### config.mk
export PLATFORM = sky130hd
export DESIGN_NAME = qrm_combine
export DESIGN_NICKNAME = d
export VERILOG_FILES = /design/src/sv/qrm_pkg.sv /design/src/sv/qrm_combine.sv
export SDC_FILE = /design/constraint.sdc
export NUM_CORES = 1
export LEC_CHECK = 0
export ABC_AREA = 1
export BUFFER_PORTS_ARGS = -buffer_cell sky130_fd_sc_hd__buf_2
export CORE_ASPECT_RATIO = 0.75
export CORE_MARGIN = 2
export CORE_UTILIZATION = 50
export CTS_BUF_LIST = sky130_fd_sc_hd__clkbuf_4 sky130_fd_sc_hd__clkbuf_8 sky130_fd_sc_hd__clkbuf_16
export CTS_CLUSTER_DIAMETER = 60
export DETAILED_ROUTE_END_ITERATION = 8
export GPL_TIMING_DRIVEN = 0
export PLACE_DENSITY_LB_ADDON = 0.08
export SYNTH_ARGS = -nofsm -noshare
export SYNTH_HDL_FRONTEND = slang
export SYNTH_SLANG_ARGS = --single-unit
### constraint.sdc
create_clock -name clk -period 9.19 [get_ports clk]
set_input_delay 0.4595 -clock clk [delete_from_list [all_inputs] [get_ports clk]]
set_output_delay 0.4595 -clock clk [all_outputs]
set_load 0.02 [all_outputs]
### src/sv/qrm_pkg.sv
// Shared constants for the quaternion to rotation matrix pipeline.
// Holds the default component width and the product slot indexes.
// No dependencies.
`default_nettype none

package qrm_pkg;

  localparam int COMPONENT_WIDTH = 16;

  localparam int NUM_PROD = 9;

  localparam int PXX = 0;
  localparam int PYY = 1;
  localparam int PZZ = 2;
  localparam int PXY = 3;
  localparam int PXZ = 4;
  localparam int PYZ = 5;
  localparam int PWX = 6;
  localparam int PWY = 7;
  localparam int PWZ = 8;

endpackage

`default_nettype wire

### src/sv/qrm_combine.sv
// Sum stage: combines product pairs into the nine matrix entries and rounds.
// Depends on qrm_pkg for the product slot indexes.
`default_nettype none

module qrm_combine
  import qrm_pkg::*;
#(
  parameter int W = COMPONENT_WIDTH
) (
  input  logic                  clk,
  input  logic                  rst,
  input  logic                  in_valid,
  output logic                  in_ready,
  input  logic signed [2*W-1:0] prod [NUM_PROD],
  output logic                  out_valid,
  input  logic                  out_ready,
  output logic signed [W+2:0]   e00,
  output logic signed [W+2:0]   e10,
  output logic signed [W+2:0]   e20,
  output logic signed [W+2:0]   e01,
  output logic signed [W+2:0]   e11,
  output logic signed [W+2:0]   e21,
  output logic signed [W+2:0]   e02,
  output logic signed [W+2:0]   e12,
  output logic signed [W+2:0]   e22
);

  localparam int F  = W - 1;
  localparam int SW = 2 * W + 2;

  typedef logic signed [SW-1:0] acc_t;

  localparam acc_t ONE  = acc_t'(1);
  localparam acc_t DIAG = ONE <<< (2 * F);
  localparam acc_t HALF = ONE <<< (F - 1);

  function automatic acc_t dbl(input logic signed [2*W-1:0] p);
    dbl = acc_t'(p) <<< 1;
  endfunction

  logic s3_valid;
  acc_t sum_next [9];
  acc_t acc [9];

  assign in_ready  = !s3_valid || out_ready;
  assign out_valid = s3_valid;

  // Entry order: e00, e10, e20, e01, e11, e21, e02, e12, e22.
  always_comb begin
    sum_next[0] = DIAG - dbl(prod[PYY]) - dbl(prod[PZZ]) + HALF;
    sum_next[1] = dbl(prod[PXY]) - dbl(prod[PWZ]) + HALF;
    sum_next[2] = dbl(prod[PXZ]) + dbl(prod[PWY]) + HALF;
    sum_next[3] = dbl(prod[PXY]) + dbl(prod[PWZ]) + HALF;
    sum_next[4] = DIAG - dbl(prod[PXX]) - dbl(prod[PZZ]) + HALF;
    sum_next[5] = dbl(prod[PYZ]) - dbl(prod[PWX]) + HALF;
    sum_next[6] = dbl(prod[PXZ]) - dbl(prod[PWY]) + HALF;
    sum_next[7] = dbl(prod[PYZ]) + dbl(prod[PWX]) + HALF;
    sum_next[8] = DIAG - dbl(prod[PXX]) - dbl(prod[PYY]) + HALF;
  end

  always_ff @(posedge clk) begin
    if (rst) begin
      s3_valid <= 1'b0;
    end else if (in_ready) begin
      s3_valid <= in_valid;
    end
    if (in_ready && in_valid) begin
      acc <= sum_next;
    end
  end

  // Dropping the low fraction bits is the floor shift of the rounding.
  assign e00 = acc[0][SW-1:F];
  assign e10 = acc[1][SW-1:F];
  assign e20 = acc[2][SW-1:F];
  assign e01 = acc[3][SW-1:F];
  assign e11 = acc[4][SW-1:F];
  assign e21 = acc[5][SW-1:F];
  assign e02 = acc[6][SW-1:F];
  assign e12 = acc[7][SW-1:F];
  assign e22 = acc[8][SW-1:F];

endmodule

`default_nettype wire

Word level (Yosys, flattened, before mapping)
Cells that the tools add are included.
{"block": "op_classes", "add_sub_neg": 20, "n_reduce_logical": 3}
{"operator": "34-bit by 16-bit adder with 34-bit output (second input constant)", "n": 9}
{"operator": "33-bit by 33-bit adder with 34-bit output", "n": 3}
{"operator": "33-bit by 33-bit subtractor with 34-bit output", "n": 3}
{"operator": "34-bit by 33-bit subtractor with 34-bit output", "n": 3}
{"operator": "32-bit by 33-bit subtractor with 34-bit output (first input constant)", "n": 2}
{"operator": "1-bit logical AND", "n": 1}
{"operator": "1-bit logical NOT", "n": 1}
{"operator": "1-bit logical OR", "n": 1}
{"block": "totals", "ff_bits": 307, "inputBits": 292, "output_inout_bits": 173}

Longest topological paths before layout
{"block": "logic_depth", "word_depth": 3, "ltp_mapped": 22}

Worst setup path before layout
OpenSTA, ideal clock, no wires.
{"block": "synth_path", "path_kind": "in2reg", "start": "in in_valid", "end": "reg acc, in the netlist e00[0] (enable)", "arrival_ns": 8.718, "t_required_ns": 8.431, "setup_slack_ns": -0.287, "stages": 2, "cell_sequence": "inv_1 > a21oi_1"}
{"block": "synth_via", "elab_chain_len": 1}
{"item": "from (decl)", "line_no": "qrm_combine.sv:12", "text": "input logic in_valid,"}
{"item": "1-bit logical AND", "line_no": "qrm_combine.sv:67", "text": "if (in_ready && in_valid) begin"}
{"item": "to (signal assigned)", "line_no": "qrm_combine.sv:68", "text": "acc <= sum_next;"}
{"item": "to (decl)", "line_no": "qrm_combine.sv:43", "text": "acc_t acc [9];"}
No other way between the ends.
A chain may end at the register's enable or synchronous reset.

==> impl_results.html <==
<table>
<tr><th>Metric</th><th>Value</th></tr>
<tr><th colspan="2">Worst setup path</th></tr>
<tr><td>Type of element launching the critical path</td><td>input port</td></tr>
<tr><td>Cell type with the highest occurrence count on the critical path</td><td>nand2_1</td></tr>
<tr><td>Required time at the endpoint of the critical path</td><td>9.46 ns</td></tr>
<tr><td>Peak per-stage delay on the critical path</td><td>0.45 ns</td></tr>
<tr><td>CP max stage cell</td><td>nor2_1</td></tr>
<tr><td>Kind of critical path</td><td>in2reg</td></tr>
<tr><td>CP Data Arrival Time</td><td>4.02 ns</td></tr>
<tr><td>Largest fanout on the critical path</td><td>5</td></tr>
<tr><td>Kind of end point of the critical path</td><td>flop</td></tr>
<tr><td>Chain of cells forming the critical path</td><td>buf_2 -&gt; inv_1 -&gt; ha_1 -&gt; nand3_1 -&gt; nor2_1 -&gt; nand3_1 -&gt; nor2_2 -&gt; nand2_1 -&gt; xor2_1 -&gt; inv_1 -&gt; ha_1 -&gt; ha_1 -&gt; nand2_1 -&gt; nor2_1 -&gt; nand2_1 -&gt; nor3_1 -&gt; nand2_1 -&gt; nand3_1 -&gt; nand2_1</td></tr>
<tr><th colspan="2">GRT</th></tr>
<tr><td>Combined global-route utilization of all metal layers</td><td>0.324</td></tr>
<tr><td>Number of antenna violations at the first check in global routing</td><td>2</td></tr>
<tr><td>Pin count of the biggest net entering global routing</td><td>31</td></tr>
<tr><td>Vias in the first global route</td><td>27622</td></tr>
<tr><td>Total congestion overflow after global routing</td><td>0</td></tr>
<tr><td>First-pass GRT wire length</td><td>148000 µm</td></tr>
<tr><th colspan="2">Yosys</th></tr>
<tr><td>Ys flop type</td><td>edfxtp_1</td></tr>
<tr><td>Number of cells produced by synthesis</td><td>4591</td></tr>
<tr><td>Yosys reg bits</td><td>~170</td></tr>
<tr><td>Number of enable flip-flop cells after synthesis</td><td>171</td></tr>
<tr><td>Share of flip-flops with an asynchronous set or reset after synthesis</td><td>0</td></tr>
<tr><td>Top cells by instance count after synthesis</td><td>nand2_1, inv_1, ha_1</td></tr>
<tr><td>Share of the yosys chip area belonging to registers</td><td>0.180</td></tr>
<tr><td>Net Count, Synth</td><td>5448</td></tr>
<tr><td>Biggest area consumer among synthesized cells</td><td>ha_1</td></tr>
<tr><td>Top cells by area, synth</td><td>ha_1, nand2_1, edfxtp_1</td></tr>
<tr><td>Post-synth design cell area</td><td>28700 µm²</td></tr>
<tr><td>Mux cell area share after synthesis</td><td>0</td></tr>
<tr><td>Dominant combinational cell family by area after synthesis</td><td>simple AND/OR/NAND/NOR gates</td></tr>
<tr><td>Netlist cell types</td><td>32</td></tr>
<tr><td>Share of the synthesized area in the top cell type</td><td>0.246</td></tr>
<tr><td>Share of the synthesized area in compound gates (AO/OA/AOI/OAI)</td><td>0.105</td></tr>
<tr><td>Simple logic cell fraction of the synthesized area</td><td>0.324</td></tr>
<tr><td>Post-synthesis area per instance</td><td>6.25 µm²</td></tr>
<tr><td>Xor/xnor share of the synthesized area</td><td>0.0232</td></tr>
<tr><td>Yosys warning total</td><td>0</td></tr>
<tr><td>Synth Area in Adders</td><td>0.246</td></tr>
<tr><td>Most instantiated library cell after synthesis</td><td>nand2_1</td></tr>
<tr><th colspan="2">Clocking</th></tr>
<tr><td>Post-cts resize count</td><td>0</td></tr>
<tr><td>Clock slew at reported path FFs</td><td>0.09 ns</td></tr>
<tr><td>Clock tree from TritonCTS</td><td>done</td></tr>
<tr><td>Buffer depth of the longest clock path</td><td>2</td></tr>
<tr><td>CTS Sinks</td><td>172</td></tr>
<tr><td>Root Buffer Master</td><td>clkbuf_16</td></tr>
<tr><td>Setup bufs post-CTS</td><td>0</td></tr>
<tr><td>Number of clock buffers inserted by TritonCTS</td><td>17</td></tr>
<tr><td>Clock insertion delay at the later pin of the skew report</td><td>between 0.5 and 0.6 ns</td></tr>
<tr><td>Number of levels in the clock H-tree</td><td>4</td></tr>
<tr><td>Number of hold-repair buffers added at the cts stage</td><td>0</td></tr>
<tr><th colspan="2">Drt</th></tr>
<tr><td>Total wire length after detailed routing</td><td>slightly below 100000 µm</td></tr>
<tr><td>Via count normalized by instance count</td><td>5.20</td></tr>
<tr><td>Average detailed-routed wire length per instance</td><td>about 17 µm</td></tr>
<tr><td>Starting DRC count in detailed routing</td><td>roughly 2500</td></tr>
<tr><td>DRC Markers</td><td>0</td></tr>
<tr><td>Number of nets still failing antenna checks after routing</td><td>0</td></tr>
<tr><td>Count of vias placed by the detailed router</td><td>just over 30000</td></tr>
<tr><td>Initial DRT Pass Iterations</td><td>6</td></tr>
<tr><th colspan="2">Placement</th></tr>
<tr><td>Placer congestion estimate</td><td>1.00</td></tr>
<tr><td>Standard cell area after detailed placement</td><td>32100 µm²</td></tr>
<tr><td>Number of buffers inserted by port buffering</td><td>464</td></tr>
<tr><td>DPL Wire Length</td><td>85700 µm</td></tr>
<tr><td>Post-place setup slack</td><td>5.16 ns</td></tr>
<tr><th colspan="2">Finish</th></tr>
<tr><td>Fraction of layout cells with a size suffix above 1</td><td>0.104</td></tr>
<tr><td>Fill cells</td><td>5952</td></tr>
<tr><td>Number of nets in the layout</td><td>5938</td></tr>
<tr><td>Area of combinational cells with multiple inputs</td><td>between 20000 and 25000 µm²</td></tr>
<tr><td>Sequential cell area in the final layout</td><td>5150 µm²</td></tr>
<tr><td>Final std cell area, no fill</td><td>about 33000 µm²</td></tr>
<tr><td>Area added between synthesis and finish</td><td>14.1%</td></tr>
<tr><td>Final Core Density</td><td>0.574</td></tr>
<tr><th colspan="2">Die</th></tr>
<tr><td>Site Rows</td><td>76</td></tr>
<tr><td>Overall die area</td><td>59300 µm²</td></tr>
<tr><td>Number of top-level design ports</td><td>465</td></tr>
<tr><td>Vertical die dimension</td><td>211 µm</td></tr>
<tr><td>Starting density of the core</td><td>0.503</td></tr>
<tr><td>Horizontal die dimension</td><td>281 µm</td></tr>
<tr><td>Core footprint</td><td>between 50000 and 60000 µm²</td></tr>
<tr><th colspan="2">Power and ir drop</th></tr>
<tr><td>Max rail drop VDD</td><td>slightly above 90 µV</td></tr>
<tr><td>Final total power</td><td>roughly 0.0041 W</td></tr>
<tr><td>Leakage power</td><td>approximately 19 nW</td></tr>
<tr><td>Pwr/cell area</td><td>between 100 and 150 nW/µm²</td></tr>
<tr><th colspan="2">Timing</th></tr>
<tr><td>Slew Limit Fails</td><td>0</td></tr>
<tr><td>Maximum achievable frequency</td><td>267 MHz</td></tr>
<tr><td>Number of hold-slack violations in the final timing report</td><td>0</td></tr>
<tr><td>Unrepaired setup endpoints after global routing</td><td>false</td></tr>
<tr><td>Minimum period implied by the final worst setup slack</td><td>3.75 ns</td></tr>
<tr><td>Setup ws final</td><td>5.44 ns</td></tr>
<tr><td>Worst Clk Skew</td><td>0.0164 ns</td></tr>
<tr><td>Total setup violations reported at the end of the flow</td><td>0</td></tr>
<tr><td>Worst Max-Slew Pin Slew</td><td>0.569 ns</td></tr>
<tr><td>Ratio of final minimum period to clock period</td><td>0.408</td></tr>
<tr><td>Accumulated negative setup slack</td><td>0 ns</td></tr>
<tr><td>Max-slew headroom</td><td>0.616</td></tr>
<tr><th colspan="2">Outcome</th></tr>
<tr><td>Status</td><td>completed</td></tr>
<tr><th colspan="2">Worst hold path</th></tr>
<tr><td>Kind of path behind the tightest hold check</td><td>in2reg</td></tr>
<tr><th colspan="2">Run</th></tr>
<tr><td>MaxCap Viol Count</td><td>0</td></tr>
</table>
==> critical path, delay by kind of cell <==
| family | cells | cell delay [ns] |
|---|---|---|
| simple gates | 12 | 2.28 |
| fa+ha+maj | 3 | 0.86 |
| xor+xnor | 1 | 0.13 |
| buf+inv | 3 | 0.29 |
==> path summary, 6_finish.rpt <==
path / from / to / slack [ns] / cells past startpoint
max: prod[256] / e22[15] / 5.44 / 19
min: rst / out_valid / 0.09 / 2
max reg2reg: out_valid / e22[2] / 7.49 / 4
min reg2reg: out_valid / out_valid / 0.57 / 2
==> cells by family (layout without fill, tap and decap cells) <==
family,Yosys count,after routing
AND/OR/NAND/NOR,2266,2266
buffers and inverters,931,1434
AO/OA/AOI/OAI,581,581
adder cells (fa/ha/maj),565,565
flip-flops,172,172
XOR/XNOR,76,76
other,0,2
==> metrics by stage <==
| stage | cells | hold slack, ns |
|---|---|---|
| after floorplan | 4591 | 0.529 |
| after global placement | 5796 | 0.492 |
| after detailed placement | 5803 | 0.560 |
| after CTS | 5835 | 0.0698 |
| after global routing | 5837 | 0.0847 |
| final | 5837 | 0.0897 |
==> power breakdown <==
group          internal, W  switching (W)
registers          0.00104      0.0000418
clock network     0.000377       0.000441
logic             0.000714        0.00151
==> sequential cells by signal, indices dropped and copies added, names as in the netlist <==
name,cells
e10,19
e12,19
e22,19
e02,19
e00,19
out_valid,1
e01,19
e11,19
e21,19
e20,19
==> per-layer routing <==
metal / global-route usage / wire length (µm) / vias to the layer above
met2: 0.495 / 40500 / 977
li1: - / - / 15683
met3: 0.0552 / 6820 / 130
met5: 0 / 0 / -
met4: 0.110 / 3120 / 0
met1: 0.461 / 46600 / 13539
==> cell type report <==
class | instances | area share
Tap cell | 741 | 0.0283
Inverter | 931 | 0.107
Clock buffer | 17 | 0.0130
Multi-Input combinational cell | 3488 | 0.613
Antenna cell | 2 | 0.000153
Sequential cell | 172 | 0.157
Clock inverter | 15 | 0.00627
Timing Repair Buffer | 471 | 0.0756
==> placed cells by master (no fill, tap or decap), types with 3 or more instances in the layout <==
cell type and instances:
nand2_1 1391, edfxtp_1 171, a21o_1 11, xnor2_1 10, a21oi_1 334, nor2_1 425
nand3b_1 14, buf_2 464, clkinv_8 5, xor2_1 66, clkbuf_16 17, nand3_1 233
inv_8 4, nor4_1 25, inv_1 929, buf_12 5, o21bai_1 22, nand2_2 3
nor2_2 14, ha_1 565, and3_1 20, nand4_1 59, and2_1 9, o21ai_0 202
nor3_1 65, o21a_1 5
No activity file was read; power rests on OpenSTA's default activity.
